## config.mk

```make
export PLATFORM = sky130hd
export DESIGN_NAME = char_lcd_four_bit_writer
export DESIGN_NICKNAME = d
export VERILOG_FILES = /design/src/rtl/clfbw_pkg.sv /design/src/rtl/clfbw_ctrl.sv /design/src/rtl/clfbw_dp.sv /design/src/rtl/char_lcd_four_bit_writer.sv
export SDC_FILE = /design/constraint.sdc
export NUM_CORES = 1
export LEC_CHECK = 0
export ABC_AREA = 1
export BUFFER_PORTS_ARGS = -buffer_cell sky130_fd_sc_hd__buf_2
export CORE_MARGIN = 2
export CORE_UTILIZATION = 52
export CTS_BUF_LIST = sky130_fd_sc_hd__clkbuf_8
export CTS_CLUSTER_DIAMETER = 40
export DETAILED_ROUTE_END_ITERATION = 7
export GPL_TIMING_DRIVEN = 1
export PLACE_DENSITY = 0.79
export SYNTH_ARGS = -nofsm -noshare
export SYNTH_HDL_FRONTEND = slang
export SYNTH_SLANG_ARGS = --single-unit
```

## constraint.sdc

```tcl
create_clock -name clk -period 2.8 [get_ports clk]
set_clock_uncertainty 0.1 [all_clocks]
set_input_delay 0.42 -clock clk [delete_from_list [all_inputs] [get_ports clk]]
set_output_delay 0.42 -clock clk [all_outputs]
set_load 0.05 [all_outputs]
```

## src/rtl/clfbw_pkg.sv

```systemverilog
`timescale 1ns / 1ps
// ----------------------------------------------------------------------------
// clfbw_pkg
// Shared types, constants and lookup functions for the four-bit character
// LCD writer.
// ----------------------------------------------------------------------------
package clfbw_pkg;

	typedef enum logic [2:0] {
		OP_INIT       = 3'd0,
		OP_COMMAND    = 3'd1,
		OP_CHAR       = 3'd2,
		OP_GOTO       = 3'd3,
		OP_CLEAR      = 3'd4,
		OP_HOME       = 3'd5,
		OP_GLYPH_SEL  = 3'd6,
		OP_GLYPH_ROW  = 3'd7
	} op_t;

	localparam int unsigned CURSOR_WRAP_DEF = 32;
	localparam int unsigned STEP_W          = 5;
	localparam logic [STEP_W-1:0] INIT_LAST_STEP = 5'd16;

	localparam logic [7:0] NIBBLE_WAIT_RST = 8'd2;
	localparam logic [7:0] INIT_WAIT_MS    = 8'd15;
	localparam logic [7:0] CLEAR_EXTRA_MS  = 8'd5;

	localparam logic [7:0] CMD_DDRAM_ADDR = 8'h80;
	localparam logic [7:0] CMD_CLEAR      = 8'h01;
	localparam logic [7:0] CMD_HOME       = 8'h02;
	localparam logic [7:0] CMD_CGRAM_ADDR = 8'h40;

	// Controller to datapath
	typedef struct packed {
		logic              start;
		logic              load;
		logic [STEP_W-1:0] step;
	} clfbw_cmd_t;

	// Datapath to controller
	typedef struct packed {
		logic last;
	} clfbw_sts_t;

	function automatic logic [7:0] init_byte(input logic [2:0] idx);
		logic [7:0] b;
		case (idx)
			3'd0, 3'd1, 3'd2: b = 8'h30;
			3'd3:             b = 8'h02;
			3'd4:             b = 8'h2C;
			3'd5:             b = 8'h0C;
			3'd6:             b = 8'h01;
			3'd7:             b = 8'h06;
			default:          b = 8'h00;
		endcase
		return b;
	endfunction

	function automatic logic [7:0] init_extra(input logic [2:0] idx);
		logic [7:0] e;
		case (idx)
			3'd0:                   e = 8'd70;
			3'd1, 3'd2:             e = 8'd0;
			3'd3:                   e = 8'd5;
			3'd4, 3'd5, 3'd6, 3'd7: e = 8'd15;
			default:                e = 8'd0;
		endcase
		return e;
	endfunction

	function automatic logic [7:0] row_offset(input logic [1:0] r);
		logic [7:0] o;
		case (r)
			2'd0:    o = 8'h00;
			2'd1:    o = 8'h40;
			2'd2:    o = 8'h14;
			2'd3:    o = 8'h54;
			default: o = 8'h00;
		endcase
		return o;
	endfunction

endpackage

```

## src/rtl/clfbw_ctrl.sv

```systemverilog
`timescale 1ns / 1ps
// ----------------------------------------------------------------------------
// clfbw_ctrl
// Sequencer: accepts a request, steps through its strobes, manages the
// output register handshake.
// ----------------------------------------------------------------------------
module clfbw_ctrl
	import clfbw_pkg::*;
(
	input  logic       clk,
	input  logic       arst_n,
	input  logic       in_valid,
	output logic       in_stall,
	output logic       out_valid,
	input  logic       out_stall,
	output clfbw_cmd_t cmd,
	input  clfbw_sts_t sts
);

	typedef enum logic {
		ST_IDLE,
		ST_RUN
	} state_t;

	state_t            state_q;
	logic [STEP_W-1:0] step_q;
	logic              out_valid_q;

	assign in_stall  = (state_q != ST_IDLE);
	assign out_valid = out_valid_q;

	always_comb begin
		cmd.start = in_valid && (state_q == ST_IDLE);
		cmd.load  = (state_q == ST_RUN) && (!out_valid_q || !out_stall);
		cmd.step  = step_q;
	end

	always_ff @(posedge clk or negedge arst_n) begin
		if (!arst_n) begin
			state_q     <= ST_IDLE;
			step_q      <= '0;
			out_valid_q <= 1'b0;
		end else begin
			// hold the result until taken, refill on the same edge
			if (cmd.load) begin
				out_valid_q <= 1'b1;
			end else if (!out_stall) begin
				out_valid_q <= 1'b0;
			end
			case (state_q)
				ST_IDLE: begin
					if (in_valid) begin
						state_q <= ST_RUN;
						step_q  <= '0;
					end
				end
				ST_RUN: begin
					if (cmd.load) begin
						step_q <= step_q + 1'b1;
						if (sts.last) begin
							state_q <= ST_IDLE;
						end
					end
				end
				default: begin
					state_q <= ST_IDLE;
				end
			endcase
		end
	end

endmodule

```

## src/rtl/clfbw_dp.sv

```systemverilog
`timescale 1ns / 1ps
// ----------------------------------------------------------------------------
// clfbw_dp
// Datapath: request registers, cursor tracking, wait register, step decode
// and the output register.
// ----------------------------------------------------------------------------
module clfbw_dp
	import clfbw_pkg::*;
#(
	parameter int unsigned CURSOR_WRAP = CURSOR_WRAP_DEF
) (
	input  logic       clk,
	input  logic       arst_n,
	input  logic       cfg_we,
	input  logic [7:0] cfg_wait,
	input  clfbw_cmd_t cmd,
	output clfbw_sts_t sts,
	input  logic [2:0] operation,
	input  logic [7:0] value,
	input  logic [5:0] column,
	input  logic [1:0] row,
	input  logic [2:0] glyph_slot,
	output logic       strobe_res,
	output logic       reg_select,
	output logic [3:0] nibble,
	output logic [7:0] wait_ms,
	output logic [4:0] cursor,
	output logic       last
);

	localparam int unsigned CW  = $clog2(CURSOR_WRAP);
	localparam int unsigned CXW = (CW > 5) ? CW : 5;

	logic [7:0]    base_wait_q;
	logic [CW-1:0] cursor_q;
	op_t           op_q;
	logic [7:0]    byte_q;
	logic [7:0]    extra_q;
	logic          rs_q;

	logic [CW:0]   cur_inc;
	logic [CW-1:0] cur_next;
	op_t           op_in;
	logic [7:0]    byte_in;
	logic [7:0]    extra_in;
	logic          rs_in;

	logic              is_init;
	logic              wait_only;
	logic [STEP_W-1:0] init_pos;
	logic              half;
	logic [7:0]        cur_byte;
	logic [7:0]        cur_extra;
	logic [8:0]        wait_sum;
	logic [CXW-1:0]    cursor_ext;

	logic       strobe_q;
	logic       rs_out_q;
	logic [3:0] nibble_q;
	logic [7:0] wait_q;
	logic [4:0] cursor_out_q;
	logic       last_q;

	// decode the request into one byte, its register select and extra delay
	always_comb begin
		op_in    = op_t'(operation);
		byte_in  = value;
		extra_in = 8'd0;
		rs_in    = 1'b0;
		cur_inc  = {1'b0, cursor_q} + 1'b1;
		cur_next = cursor_q;
		case (op_in)
			OP_CHAR: begin
				rs_in    = 1'b1;
				cur_next = (cur_inc >= (CW+1)'(CURSOR_WRAP)) ? '0 : cur_inc[CW-1:0];
			end
			OP_GOTO: begin
				byte_in = CMD_DDRAM_ADDR + row_offset(row) + {2'b00, column};
			end
			OP_CLEAR: begin
				byte_in  = CMD_CLEAR;
				extra_in = CLEAR_EXTRA_MS;
				cur_next = '0;
			end
			OP_HOME: begin
				byte_in  = CMD_HOME;
				cur_next = '0;
			end
			OP_GLYPH_SEL: begin
				byte_in = CMD_CGRAM_ADDR | {2'b00, glyph_slot, 3'b000};
			end
			OP_GLYPH_ROW: begin
				rs_in = 1'b1;
			end
			OP_INIT, OP_COMMAND: begin
				byte_in = value;
			end
			default: begin
				byte_in = value;
			end
		endcase
	end

	always_ff @(posedge clk or negedge arst_n) begin
		if (!arst_n) begin
			base_wait_q <= NIBBLE_WAIT_RST;
			cursor_q    <= '0;
		end else begin
			if (cfg_we) begin
				base_wait_q <= cfg_wait;
			end
			if (cmd.start) begin
				cursor_q <= cur_next;
			end
		end
	end

	always_ff @(posedge clk) begin
		if (cmd.start) begin
			op_q    <= op_in;
			byte_q  <= byte_in;
			extra_q <= extra_in;
			rs_q    <= rs_in;
		end
	end

	// per-step decode; init runs a leading wait then eight table bytes
	always_comb begin
		is_init   = (op_q == OP_INIT);
		wait_only = is_init && (cmd.step == '0);
		init_pos  = cmd.step - 1'b1;
		half      = is_init ? init_pos[0] : cmd.step[0];
		cur_byte  = is_init ? init_byte(init_pos[3:1]) : byte_q;
		cur_extra = is_init ? init_extra(init_pos[3:1]) : extra_q;
		wait_sum  = {1'b0, base_wait_q} + {1'b0, (half ? cur_extra : 8'd0)};
		sts.last  = is_init ? (cmd.step == INIT_LAST_STEP) : cmd.step[0];
		cursor_ext = CXW'(cursor_q);
	end

	always_ff @(posedge clk) begin
		if (cmd.load) begin
			cursor_out_q <= cursor_ext[4:0];
			last_q       <= sts.last;
			if (wait_only) begin
				strobe_q <= 1'b0;
				rs_out_q <= 1'b0;
				nibble_q <= 4'd0;
				wait_q   <= INIT_WAIT_MS;
			end else begin
				strobe_q <= 1'b1;
				rs_out_q <= is_init ? 1'b0 : rs_q;
				nibble_q <= half ? cur_byte[3:0] : cur_byte[7:4];
				wait_q   <= wait_sum[8] ? 8'hFF : wait_sum[7:0];
			end
		end
	end

	assign strobe_res = strobe_q;
	assign reg_select = rs_out_q;
	assign nibble     = nibble_q;
	assign wait_ms    = wait_q;
	assign cursor     = cursor_out_q;
	assign last       = last_q;

endmodule

```

## src/rtl/char_lcd_four_bit_writer.sv

```systemverilog
`timescale 1ns / 1ps
// ----------------------------------------------------------------------------
// char_lcd_four_bit_writer
// Turns LCD requests into runs of four-bit enable strobes, high nibble first,
// each with register select and a wait in milliseconds.
// ----------------------------------------------------------------------------
//
// Channel   Direction  Handshake            Payload
// in        sink       in_valid / in_stall  operation, value, column, row,
//                                           glyph_slot
// out       source     out_valid/out_stall  strobe_res, reg_select, nibble,
//                                           wait_ms, cursor, last
// cfg       sink       cfg_valid/cfg_ready  nibble_wait_ms
//
// A request is taken while idle, then its steps leave one per cycle unless
// the output stalls: 2 steps for byte requests, 17 for init, counted by the
// step counter of the sequencer.
// Output stall freezes the output register and the step counter.
// A new request is taken while the final step of the previous one still
// waits in the output register.
// Reset clears the sequencer, the cursor (to 0) and the base wait (to 2 ms).
// cfg_ready is always high; write the base wait only while idle.
//
module char_lcd_four_bit_writer
	import clfbw_pkg::*;
#(
	parameter int unsigned CURSOR_WRAP = CURSOR_WRAP_DEF
) (
	input  logic       clk,
	input  logic       arst_n,
	// request channel
	input  logic       in_valid,
	output logic       in_stall,
	input  logic [2:0] operation,
	input  logic [7:0] value,
	input  logic [5:0] column,
	input  logic [1:0] row,
	input  logic [2:0] glyph_slot,
	// step channel
	output logic       out_valid,
	input  logic       out_stall,
	output logic       strobe_res,
	output logic       reg_select,
	output logic [3:0] nibble,
	output logic [7:0] wait_ms,
	output logic [4:0] cursor,
	output logic       last,
	// base wait register
	input  logic       cfg_valid,
	output logic       cfg_ready,
	input  logic [7:0] nibble_wait_ms
);

	clfbw_cmd_t cmd;
	clfbw_sts_t sts;
	logic       cfg_we;

	// the register is a plain flop, so accept every write at once
	assign cfg_ready = 1'b1;
	assign cfg_we    = cfg_valid && cfg_ready;

	// sequencer: request acceptance, step count, output valid
	clfbw_ctrl u_ctrl (
		.clk       (clk),
		.arst_n    (arst_n),
		.in_valid  (in_valid),
		.in_stall  (in_stall),
		.out_valid (out_valid),
		.out_stall (out_stall),
		.cmd       (cmd),
		.sts       (sts)
	);

	// datapath: request decode, cursor, wait math, output register
	clfbw_dp #(
		.CURSOR_WRAP (CURSOR_WRAP)
	) u_dp (
		.clk        (clk),
		.arst_n     (arst_n),
		.cfg_we     (cfg_we),
		.cfg_wait   (nibble_wait_ms),
		.cmd        (cmd),
		.sts        (sts),
		.operation  (operation),
		.value      (value),
		.column     (column),
		.row        (row),
		.glyph_slot (glyph_slot),
		.strobe_res (strobe_res),
		.reg_select (reg_select),
		.nibble     (nibble),
		.wait_ms    (wait_ms),
		.cursor     (cursor),
		.last       (last)
	);

endmodule

```

# [After elaboration in Yosys (flattened, before gate mapping)]
# Memory sizes are Yosys's and may differ from the RTL's.
# Cells that the tools add are included.
[op_classes] n_addsub=6 mul=0 div_mod_pow=0 magnitude_cmp=1 n_eq_ne=13 shift=0 n_mux=24 bitwise_logic=1 reduce_logical=16
[ops] op="$pmux 8 s4" count=2
[ops] op="$mux 8" count=5
[ops] op="$pmux 5 s2" count=2
[ops] op="$mux 5" count=3
[ops] op="$eq 3x3->1 const B" count=4
[ops] op="$add 8x8->9" count=1
[ops] op="$mux 1" count=9
[ops] op="$add 8x6->8" count=1
[ops] op="$add 8x8->8 const A" count=1
[ops] op="$reduce_or 2->1" count=4
[ops] op="$add 5x1->6 const B" count=1
[ops] op="$eq 3x2->1 const B" count=2
[ops] op="$ge 6x6->1 const B" count=1
[ops] op="$add 5x1->5 const B" count=1
[ops] op="$eq 5x5->1 const B" count=1
[ops] op="$logic_not 5->1" count=1
[ops] op="$eq 2x2->1 const B" count=2
[ops] op="$mux 4" count=1
[ops] op="$ne 2x2->1 const B" count=2
[ops] op="$reduce_and 2->1" count=2
[ops] op="$sub 4x1->4 const B" count=1
[ops] op="$logic_and 1x1->1" count=3
[ops] op="$logic_not 3->1" count=1
[ops] op="$mux 3" count=1
[ops] op="8 further kinds" count=9
[totals] reg_bits=60 latch_bits=0 mem_bits_rw=0 rom_bits=88 input_bits=35 out_inout_bits=23 n_memories=2
[memory_table] memory="(name not given)" depth=8 word_bits=6 rd=1 rd_ports_with_merged_regs=0 wr=0 line="clfbw_pkg.sv:47" source="case (idx)"
[memory_table] memory="(name not given)" depth=8 word_bits=5 rd=1 rd_ports_with_merged_regs=0 wr=0 line="clfbw_pkg.sv:61" source="case (idx)"

# [Logic depth before layout (Yosys ltp)]
# Gate-level depths: netlist of the first run.
[depth] word_depth=6 mapped_depth=20

# [Hierarchy]
# Synthesis of the first run repeated with hierarchy kept, for this count alone.
[unflattened] hier_cells=302 hier_area_um2=2909.0
[by_module_without_submodules] module="clfbw_dp" n_inst=1 cells_per_inst=260 area_each_um2=2556.2
[by_module_without_submodules] module="clfbw_ctrl" n_inst=1 cells_per_inst=40 area_each_um2=341.6
[by_module_without_submodules] module="char_lcd_four_bit_writer" n_inst=1 cells_per_inst=2 area_each_um2=11.3

# [Worst setup path after synthesis of the first run]
# No wires, ideal clock.
[synth_timing] path_type="register -> register" startpoint="register u_ctrl.step_q[0]" endpoint="register u_dp.wait_q[5] (netlist: u_dp.wait_ms[5]) (data pin)" setup_ns=0.250 t_arrival_ns=2.451 slack_ns=-0.001 path_stages_with_launch=21 period_less_slack_ns=2.801 path_cell_list="dfrtp_1 -> buf_6 -> inv_6 -> ha_1 -> inv_1 -> nand2_1 -> nand2_1 -> inv_1 -> ha_1 -> inv_1 -> a21oi_1 -> ha_1 -> fa_1 -> nand3_1 -> nand2_1 -> nand2_1 -> nand2_2 -> inv_1 -> nand3_1 -> nand2_1 -> inv_1"
[synth_between] elab_chain_cells=6 word_cells_on_any_way=9 cone_classes="2 x add/sub; 4 x mux; 2 x reduce/logical; 1 x memory"
[synth_rtl] item="start: declaration" line="clfbw_ctrl.sv:26" source="logic [STEP_W-1:0] step_q;"
[synth_rtl] item="start signal: assignment" line="clfbw_ctrl.sv:59" source="step_q <= step_q + 1'b1;"
[synth_rtl] item="$sub 4x1->4" line="clfbw_dp.sv:131" source="init_pos = cmd.step - 1'b1;"
[synth_rtl] item="$mem_v2 8x5"
[synth_rtl] item="$mux 8" line="clfbw_dp.sv:134" source="cur_extra = is_init ? init_extra(init_pos[3:1]) : extra_q;"
[synth_rtl] item="$mux 8" line="clfbw_dp.sv:135" source="wait_sum = {1'b0, base_wait_q} + {1'b0, (half ? cur_extra : 8'd0)};"
[synth_rtl] item="$add 8x8->9" line="clfbw_dp.sv:135"
[synth_rtl] item="$mux 8" line="clfbw_dp.sv:153" source="wait_q <= wait_sum[8] ? 8'hFF : wait_sum[7:0];"
[synth_rtl] item="end signal: assignment" line="clfbw_dp.sv:153"
[synth_rtl] item="end: declaration" line="clfbw_dp.sv:60" source="logic [7:0] wait_q;"
# Parallel ways exist; a longest one is shown, timed or not.
# A chain may end at the register's enable or synchronous reset.

# [Worst setup path in the final report of the first run]
[layout_timing] startpoint="register u_ctrl.step_q[1]" endpoint="register u_dp.wait_q[7] (netlist: u_dp.wait_ms[7]) (data pin)"
# The elaborated chain is that of the path after synthesis.

==> results of run 1 <==
## area by class of cell
type | count | area [um2] | share of cell area
Clock buffer | 5 | 68.82 | 0.01972
Clock inverter | 3 | 22.52 | 0.006454
Inverter | 44 | 172.7 | 0.04948
Multi-Input combinational cell | 209 | 1292 | 0.3704
Sequential cell | 53 | 1493 | 0.4278
Tap cell | 72 | 90.09 | 0.02582
Timing Repair Buffer | 65 | 350.3 | 0.1004
## stage by stage
step | setup WS, ns | TNS, ns | hold slack [ns]
after floorplan | 0.05057 | 0 | 0.02441
after global placement | 0.1002 | 0 | 0.3021
after detailed placement | -0.006033 | -0.006033 | 0.3110
after CTS | 0.01908 | 0 | 0.1982
after global routing | -0.08918 | -0.3244 | 0.2372
final | 0.03184 | 0 | 0.2071
## report_power, final
group / total [W] / switching [W] / leakage (nW) / internal, W
clock network: 0.000438 / 0.000260 / 0.0481 / 0.000178
registers: 0.00124 / 0.000117 / 0.557 / 0.00112
logic: 0.00162 / 0.00115 / 1.07 / 0.000469
total: 0.00330 / 0.00153 / 1.67 / 0.00177
## flip-flops by register name, summed over array words and instances (netlist names), 3 cells and up
signal            count
u_ctrl.step_q         5
u_dp.base_wait_q      8
u_dp.byte_q           8
u_dp.cursor           5
u_dp.cursor_ext       5
u_dp.nibble           4
u_dp.op_q             3
u_dp.wait_ms          8
## repair_timing
action | CTS | global route
endpoints found under the hold margin | 19 | 0
pin swaps | 0 | 9
buffers inserted | 0 | 3
setup endpoints to repair | 2 | 8
hold buffers | 1 | 0
resized for setup | 1 | 19
## worst reg2reg max path, delay by kind of cell, from the launching register on
family	cells	cell delay (ns)
flip-flops	1	0.40
buffers and inverters	5	0.31
AO/OA/AOI/OAI	1	0.09
adder cells (fa/ha/maj)	4	0.99
AND/OR/NAND/NOR	8	0.65
## path summary, 6_finish.rpt
| kind | start | to | slack (ns) | cells past startpoint |
|---|---|---|---|---|
| worst min register to register | u_ctrl.out_valid | u_ctrl.out_valid | 0.39 | 2 |
| max in group asynchronous | arst_n | u_dp.base_wait_q[1] | 1.74 | 2 |
| worst max-delay path | u_ctrl.step_q[1] | u_dp.wait_ms[7] | 0.03 | 18 |
| worst min-delay path | nibble_wait_ms[5] | u_dp.base_wait_q[5] | 0.21 | 3 |
| worst max register to register | u_ctrl.step_q[1] | u_dp.wait_ms[7] | 0.03 | 18 |
| min in group asynchronous | arst_n | u_dp.cursor_ext[2] | 0.49 | 2 |
## logic make-up after synthesis
logic type / synth area share
XOR/XNOR: 0.01200
flip-flops: 0.5111
AO/OA/AOI/OAI: 0.08227
AND/OR/NAND/NOR: 0.2309
adder cells (fa/ha/maj): 0.07541
buffers and inverters: 0.06770
other: 0.001284
multiplexers: 0.01928
## metal layers
layer,vias to the layer above,track usage,part of all wire
met5,-,0,0
met4,0,0.08448,0.018
met3,7,0.03523,0.041
met2,60,0.3607,0.54
met1,1076,0.2184,0.40
li1,1155,-,-
## Yosys cell counts
cell type,number
o221ai_1,1
a21oi_4,1
a31oi_1,1
nor2_2,1
a22o_1,1
nor3_1,4
inv_1,38
a21oi_1,16
fa_1,1
buf_6,1
ha_1,16
clkbuf_1,1
nor2_1,20
o21ai_0,10
edfxtp_1,33
dfrtp_1,19
buf_4,1
conb_1,1
o21a_1,1
mux2_2,5
inv_6,1
nand2_2,9
nand2_4,4
nand4_1,3
or2_2,1
o22ai_1,2
nor2_4,4
xor2_1,2
nand2_1,75
o31ai_1,1
inv_2,5
nand3_2,3
o21ai_1,1
buf_2,1
a22oi_1,2
dfstp_2,1
nand3_1,18
o211ai_1,3
xnor2_1,2
==> key figures, run 1 <==
Critical path
  • Setup CP Type: flip-flop to flip-flop
  • CP endpoint kind: flip-flop
  • Crit path max fanout: 4
  • Arrival @ worst endpoint: 2.75 ns
  • Cell chain of the critical path: inv_1 -> ha_2 -> nand2_1 -> nand2_2 -> inv_2 -> ha_2 -> inv_1 -> a21oi_1 -> ha_2 -> fa_2 -> nand3_2 -> nand2_2 -> nand2_2 -> nand2_4 -> inv_4 -> nand3_1 -> nand2_1 -> inv_1
  • Slowest CP cell: dfrtp_1
  • CP delay by family, top: adder cells
  • CP max stage delay: 0.40 ns
  • Worst path bufs/invs: 5
  • CP startpoint kind: flip-flop
  • Req. time, crit path: 2.79 ns

Logic synthesis
  • Number of warning messages in the yosys log: 0
  • Syn nets: 362
  • Syn Area/Cell: 9.420 um2
  • Synth Instances: 310
  • Largest cells by area after synthesis: edfxtp_1 34%, dfrtp_1 16%, nand2_1 9.6%
  • Sequential-to-total area share from yosys stat: 0.5111
  • Post-synth top area cell: edfxtp_1
  • Register bit total from synthesis: 53
  • Cell variety after synth: 39
  • Share of the synthesized area in the top cell type: 0.3393
  • Mapped Area: 2920 um2

Drt
  • Final WL: 5.941 mm
  • Initial drt markers: 60
  • Detail Route Antenna Nets: 0
  • Iteration count of the initial detailed-routing pass: 4
  • Avg WL per Cell: 13.17 um
  • Vias per cell: 5.095
  • # DRC: 0
  • Vias: 2298

STA
  • Max Slew Vio Count: 0
  • Minimum clock period: 2.768 ns
  • Final period utilization: 0.9886
  • Final Setup Violations: 0
  • Worst Tran Pin Value: 0.8433 ns
  • F_max: 0.3613 GHz
  • Fin. Hold Viols: 0
  • Slew margin rel.: 0.4372

Run status
  • Status: finished, final reports clean

Clock network
  • H-Tree Depth: 2
  • Clock Latency Late Sink: 0.31 ns
  • CTS buffer count: 5
  • Clock sink count: 53
  • Clock buffer depth: 2
  • CTS clk-pin slew, worst paths: 0.10 ns
  • CTS tree: yes
  • CTS root buffer: clkbuf_8

Layout
  • Fillers: 489
  • Ratio of cells with drive above 1 in the final layout: 0.3219
  • Layout area overhead: 19.49%
  • Fin util: 0.6376
  • Non-Filler Instances: 451
  • Most frequent cells in the layout: 71 x nand2_1, 56 x buf_2, 36 x inv_1
  • Finished Cell Area: 3490 um2
  • Nets: 430
  • # diodes: 0
  • Leading cell type in the layout, fill and taps excluded: nand2_1

Die
  • DIE AREA: 6232 um2
  • Rows: 27
  • IO Count: 58
  • Die W: 78.94 um
  • Core ar.: 5473 um2
  • Initial core utilization: 0.5336
  • Die Span Y: 78.94 um

Placement
  • DP Cell Count: 439
  • Placer's final routability congestion estimate: 0.8576
  • Area post-placement: 3303 um2
  • Number of I/O port buffers: 56
  • DP HPWL: 4.468 mm

Worst hold path
  • HP Class: primary input to flip-flop

Power
  • PwrDens: 945.3 nW/um2
  • VDD IR max: 0.5277 mV
  • Leakage: 1.675 nW
  • Total power: 0.003299 W

Global route
  • First-pass GRT wire length: 9.294 mm
  • Antenna violations before repair: 0
  • Vias in the first global route: 2164
  • Total GRT Usage: 0.1947
  • GRT overflow: 0
  • Largest net degree at the start of global routing: 23

Job
  • Max Cap Viol: 0
No activity file was read; power rests on OpenSTA's default activity.
==> inputs of run 2 (changes only) <==
Settings changed: ABC_AREA 1 to unset, CORE_ASPECT_RATIO set to 1.1.
==> key figures, run 2 <==
Run status
  • Status: finished with violations
  • Violated checks: negative setup slack

Logic synthesis
  • Main flop type after synthesis: edfxtp_1
  • Share of the synthesized area in the top cell type: 0.3347
  • Sequential-to-total area share from yosys stat: 0.5042
  • Ys async rst share: 0.3774
  • Post-synth top cells: 33 x edfxtp_1, 20 x nand2_1, 19 x dfrtp_1, 17 x a21oi_1, 16 x ha_1
  • Cell variety after synth: 51
  • Post-synth top area cell: edfxtp_1
  • Number of warning messages in the yosys log: 0
  • Largest cells by area after synthesis: edfxtp_1 33%, dfrtp_1 16%, ha_1 6.8%
  • Mapped Area: 2960 um2
  • Number of synthesized flops with an enable pin: 33
  • Most common cell in the netlist: edfxtp_1
  • Synth Instances: 268
  • Syn Area/Cell: 11.05 um2
  • Syn nets: 320
  • Register bit total from synthesis: 53

Power
  • Leakage: 1.511 nW
  • PwrDens: 983.4 nW/um2
  • VDD IR max: 0.5645 mV
  • Total power: 0.003555 W

Die
  • Rows: 28
  • Die Span Y: 83.14 um
  • Die W: 75.94 um
  • Initial core utilization: 0.5452
  • DIE AREA: 6313 um2
  • IO Count: 58
  • Core ar.: 5430 um2

Critical path
  • Crit-path most repeated cell: ha_4
  • Arrival @ worst endpoint: 2.80 ns
  • Slowest CP cell: dfrtp_1
  • Req. time, crit path: 2.74 ns
  • Cell chain of the critical path: inv_2 -> ha_1 -> inv_1 -> ha_4 -> o21ai_2 -> nand2_2 -> ha_4 -> fa_2 -> a21oi_2 -> o21bai_4 -> o41ai_2 -> a211oi_1
  • CP endpoint kind: flip-flop
  • CP startpoint kind: flip-flop
  • Setup CP Type: flip-flop to flip-flop
  • Crit path max fanout: 5
  • CP max stage delay: 0.37 ns

Clock network
  • Clock buffer depth: 2
  • CTS clk-pin slew, worst paths: 0.09 ns
  • CTS tree: yes
  • CTS buffer count: 5
  • Clock Latency Late Sink: 0.30 ns
  • CTS root buffer: clkbuf_8
  • H-Tree Depth: 2
  • Clock sink count: 53

Job
  • Max Cap Viol: 0

Placement
  • Area post-placement: 3408 um2
  • Placer's final routability congestion estimate: 0.8812
  • Number of I/O port buffers: 56
  • Place WS: -0.08199 ns
  • DP HPWL: 4.286 mm
  • DP Cell Count: 398

Layout
  • Finished Cell Area: 3615 um2
  • Non-Filler Instances: 410
  • Most frequent cells in the layout: 56 x buf_2, 33 x edfxtp_1, 19 x nand2_1, 19 x dfrtp_1, 18 x buf_4
  • Ratio of cells with drive above 1 in the final layout: 0.3463
  • Fillers: 415
  • Leading cell type in the layout, fill and taps excluded: buf_2
  • Layout area overhead: 22.10%
  • Nets: 386
  • # diodes: 0

Drt
  • Vias: 2280
  • Initial drt markers: 78
  • Detail Route Antenna Nets: 0
  • Iteration count of the initial detailed-routing pass: 4
  • Avg WL per Cell: 14.34 um
  • Vias per cell: 5.561
  • Final WL: 5.880 mm
  • # DRC: 0

Global route
  • First-pass GRT wire length: 9.611 mm
  • Largest net degree at the start of global routing: 28
  • Vias in the first global route: 2165
  • GRT overflow: 0
  • Total GRT Usage: 0.1859
  • Antenna violations before repair: 0

STA
  • Max Slew Vio Count: 0
  • Worst hold margin: 0.2435 ns
  • Final setup margin: -0.06123 ns
  • Unrepaired setup endpoints after global routing: true
  • Worst Tran Pin Value: 0.5977 ns
  • F_max: 0.3495 GHz
  • Final period utilization: 1.022
  • Fin. Hold Viols: 0
  • Final Setup Violations: 1
  • Slew margin rel.: 0.6011
  • Minimum clock period: 2.861 ns

Worst hold path
  • HP Class: primary input to flip-flop
==> run 2: cell types whose count changed in the layout (fill, tap and decap cells not counted), sizes merged, moves of 4 or more <==
cell / change
nand2: -68
inv: -33
nor2: -12
buf: +10
nand3: -10
a211oi: +8
mux2: +6
xnor2: +6
a22o: +5
and2: +4
and3: +4
==> run 2: metrics by stage <==
stage | util | TNS, ns
detailed placement | 0.6277 | -0.2944
floorplan | - | -0.1658
global placement | 0.6277 | 0
finish | 0.6657 | -0.06123
CTS | 0.6459 | -0.3337
global route | 0.6657 | -0.4438
==> run 2: cell families after synthesis <==
| group | after synthesis | share of synthesized area |
|---|---|---|
| simple gates | 76 | 0.1365 |
| compound gates | 68 | 0.1492 |
| flops | 53 | 0.5042 |
| buf+inv | 27 | 0.04184 |
| fa+ha+maj | 17 | 0.07439 |
| xor+xnor | 13 | 0.03846 |
| mux | 13 | 0.05410 |
| other cells | 1 | 0.001267 |
==> run 2: path summary, 6_finish.rpt <==
kind	start	slack [ns]	end	depth (start not counted)
hold / removal	nibble_wait_ms[6]	0.24	u_dp.base_wait_q[6]	2
setup reg to reg	u_ctrl.step_q[0]	-0.06	u_dp.wait_ms[7]	12
hold reg to reg	u_ctrl.out_valid	0.41	u_ctrl.out_valid	2
max in group asynchronous	arst_n	1.72	u_dp.base_wait_q[1]	2
setup / recovery	u_ctrl.step_q[0]	-0.06	u_dp.wait_ms[7]	12
min in group asynchronous	arst_n	0.51	u_dp.cursor_ext[1]	2
==> run 2: timing repair <==
| action | 4_1_cts | 5_1_grt |
|---|---|---|
| resized for setup | 1 | 13 |
| buffers inserted | 0 | 3 |
| pin swaps | 0 | 12 |
| endpoints found under the setup margin | 7 | 8 |
| hold endpoints to repair | 19 | 0 |
| hold buffers | 1 | 0 |
==> run 2: report_power, final <==
group | internal (W) | leakage, nW | total, W | switching (W)
clock | 0.000169 | 0.0430 | 0.000405 | 0.000236
sequential | 0.00114 | 0.550 | 0.00127 | 0.000133
combinational | 0.000712 | 0.918 | 0.00188 | 0.00117
total | 0.00202 | 1.51 | 0.00355 | 0.00154
==> run 2: final cells by class <==
class	count	area, um2	area share
clock buffers	5	68.82	0.01904
clock inverters	3	12.51	0.003461
inverters	11	43.79	0.01211
flip-flops and latches	53	1493	0.4129
multi-input cells	188	1478	0.4088
well taps	75	93.84	0.02596
repair buffers	75	425.4	0.1177
==> run 2: critical path, delay by kind of cell, from the launching register on <==
family          cells  cell delay [ns]
buf+inv             2             0.16
simple gates        1             0.08
compound gates      5             0.87
fa+ha+maj           4             1.01
flops               1             0.37
==> run 2: per-layer routing <==
layer | global-route usage | share of wire | wire [um] | vias up
li1 | - | - | - | 1114
met1 | 0.2161 | 0.41 | 2425 | 1083
met2 | 0.3458 | 0.54 | 3146 | 75
met3 | 0.03370 | 0.041 | 244 | 8
met4 | 0.05950 | 0.011 | 64 | 0
met5 | 0 | 0 | 0 | -
==> inputs of run 3 (changes only) <==
Settings changed: ABC_AREA set to 1, CORE_UTILIZATION 52 to 61, PLACE_DENSITY 0.79 to 0.87.
Clock period 2.8 ns to 3.3 ns, I/O delays scaled along.
==> key figures, run 3 (synthesized netlist as in run 1, its figures left out) <==
Power
  • Leakage: 1.638 nW
  • PwrDens: 818.1 nW/um2
  • VDD IR max: 0.3233 mV

Placement
  • DP HPWL: 4.517 mm
  • DP Cell Count: 418
  • Placer's final routability congestion estimate: 0.9079
  • Place WS: 0.1783 ns
  • Number of I/O port buffers: 56

Layout
  • Fillers: 341
  • Leading cell type in the layout, fill and taps excluded: nand2_1
  • Ratio of cells with drive above 1 in the final layout: 0.2676
  • # diodes: 0
  • Nets: 421
  • Non-Filler Instances: 426
  • Most frequent cells in the layout: 75 x nand2_1, 56 x buf_2, 39 x inv_1
  • Layout area overhead: 14.91%
  • Fin util: 0.7264

Drt
  • Vias per cell: 5.340
  • Avg WL per Cell: 13.51 um
  • Iteration count of the initial detailed-routing pass: 5
  • Final WL: 5.756 mm
  • Initial drt markers: 209
  • Vias: 2275
  • # DRC: 0
  • Detail Route Antenna Nets: 0

Clock network
  • Clock buffer depth: 2
  • CTS clk-pin slew, worst paths: 0.09 ns
  • Hold_buf cts: 0
  • PostCTS Resize Cnt: 0
  • CTS tree: yes
  • # Post-CTS Setup Buffers: 0
  • CTS buffer count: 5
  • H-Tree Depth: 2
  • CTS root buffer: clkbuf_8
  • Clock sink count: 53
  • Clock Latency Late Sink: 0.30 ns

Critical path
  • Slowest CP cell: dfrtp_2
  • Crit path max fanout: 10
  • CP max stage delay: 0.49 ns
  • CP endpoint kind: flip-flop
  • Arrival @ worst endpoint: 2.99 ns
  • Cell chain of the critical path: inv_6 -> ha_1 -> inv_1 -> nand2_1 -> nand2_1 -> inv_1 -> ha_1 -> inv_1 -> a21oi_1 -> ha_1 -> fa_1 -> nand3_1 -> nand2_1 -> nand2_1 -> nand2_2 -> inv_1 -> nand3_1 -> nand2_1 -> inv_1
  • Req. time, crit path: 3.27 ns
  • Setup CP Type: flip-flop to flip-flop
  • CP startpoint kind: flip-flop

Die
  • Die W: 69.97 um
  • DIE AREA: 5357 um2
  • IO Count: 58
  • Core ar.: 4619 um2
  • Initial core utilization: 0.6322
  • Rows: 26
  • Die Span Y: 76.57 um

Global route
  • First-pass GRT wire length: 9.846 mm
  • Vias in the first global route: 2240
  • Total GRT Usage: 0.2326
  • Largest net degree at the start of global routing: 23
  • GRT overflow: 0
  • Antenna violations before repair: 0

STA
  • Final setup margin: 0.2832 ns
  • Worst hold margin: 0.03219 ns
  • Max Slew Vio Count: 0
  • Final Setup Violations: 0
  • Slew margin rel.: 0.4286
  • Setup TNS Final: 0 ns
  • Final period utilization: 0.9142
  • Worst Tran Pin Value: 0.8562 ns
  • F_max: 0.3315 GHz
  • Fin. Hold Viols: 0
  • Minimum clock period: 3.017 ns
  • Unrepaired setup endpoints after global routing: false

Run status
  • Status: finished, final reports clean

Job
  • Max Cap Viol: 0

Worst hold path
  • HP Class: primary input to asynchronous set/reset pin
==> run 3: cell count changes in the layout (fill, tap and decap cells not counted), moves of 7 or more <==
cell      change
nand3_1       +8
nor2_1        +7
a211oi_1      -8
nand2_1      +56
nand2_2       +8
buf_4        -18
inv_1        +32
==> run 3: path summary, 6_finish.rpt <==
path | startpoint | to | slack [ns] | cells after the start
worst max-delay path | u_ctrl.step_q[0] | u_dp.wait_ms[7] | 0.28 | 19
worst min-delay path | arst_n | u_dp.base_wait_q[6] | 0.03 | 1
worst max register to register | u_ctrl.step_q[0] | u_dp.wait_ms[7] | 0.28 | 19
worst min register to register | u_dp.cursor_ext[4] | u_dp.cursor[4] | 0.39 | 0
max in group asynchronous | arst_n | u_ctrl.step_q[0] | 2.70 | 1
min in group clk | nibble_wait_ms[5] | u_dp.base_wait_q[5] | 0.30 | 3
==> run 3: metrics by stage <==
stage | instance area, um2 | power [W]
2_1_floorplan | 2920 | 0.002038
3_3_place_gp | 3243 | 0.002283
3_5_place_dp | 3243 | 0.002322
4_1_cts | 3354 | 0.002754
5_1_grt | 3356 | 0.002917
6_report | 3356 | 0.002745
==> run 3: layout make-up <==
class	instances	area, um2	share of cell area
Sequential cell	53	1494	0.4452
Multi-Input combinational cell	209	1230	0.3665
Timing Repair Buffer	56	280.3	0.08352
Inverter	44	170.2	0.05071
Tap cell	56	70.07	0.02088
Clock buffer	5	68.82	0.02051
Clock inverter	3	42.54	0.01268
==> run 3: per-layer routing <==
layer,global-route usage,share of wire,up-vias
met4,0.08077,0.025,0
met1,0.2726,0.39,1046
met5,0,0,-
li1,-,-,1140
met3,0.03968,0.043,14
met2,0.4257,0.54,75
==> run 3: where the power goes <==
| part | switching, W | internal [W] | leakage (nW) |
|---|---|---|---|
| sequential | 0.000120 | 0.000952 | 0.556 |
| combinational | 0.000906 | 0.000332 | 1.02 |
| clock | 0.000210 | 0.000225 | 0.0595 |
| total | 0.00124 | 0.00151 | 1.64 |
==> run 3: worst max-delay path: cells and delay by family, from the launching register on <==
family | cells | cell delay [ns]
AOI/OAI and AO/OA | 1 | 0.06
adders and majority gates | 4 | 1.04
buffers and inverters | 6 | 0.41
DFF | 1 | 0.49
and+or+nand+nor | 8 | 0.67
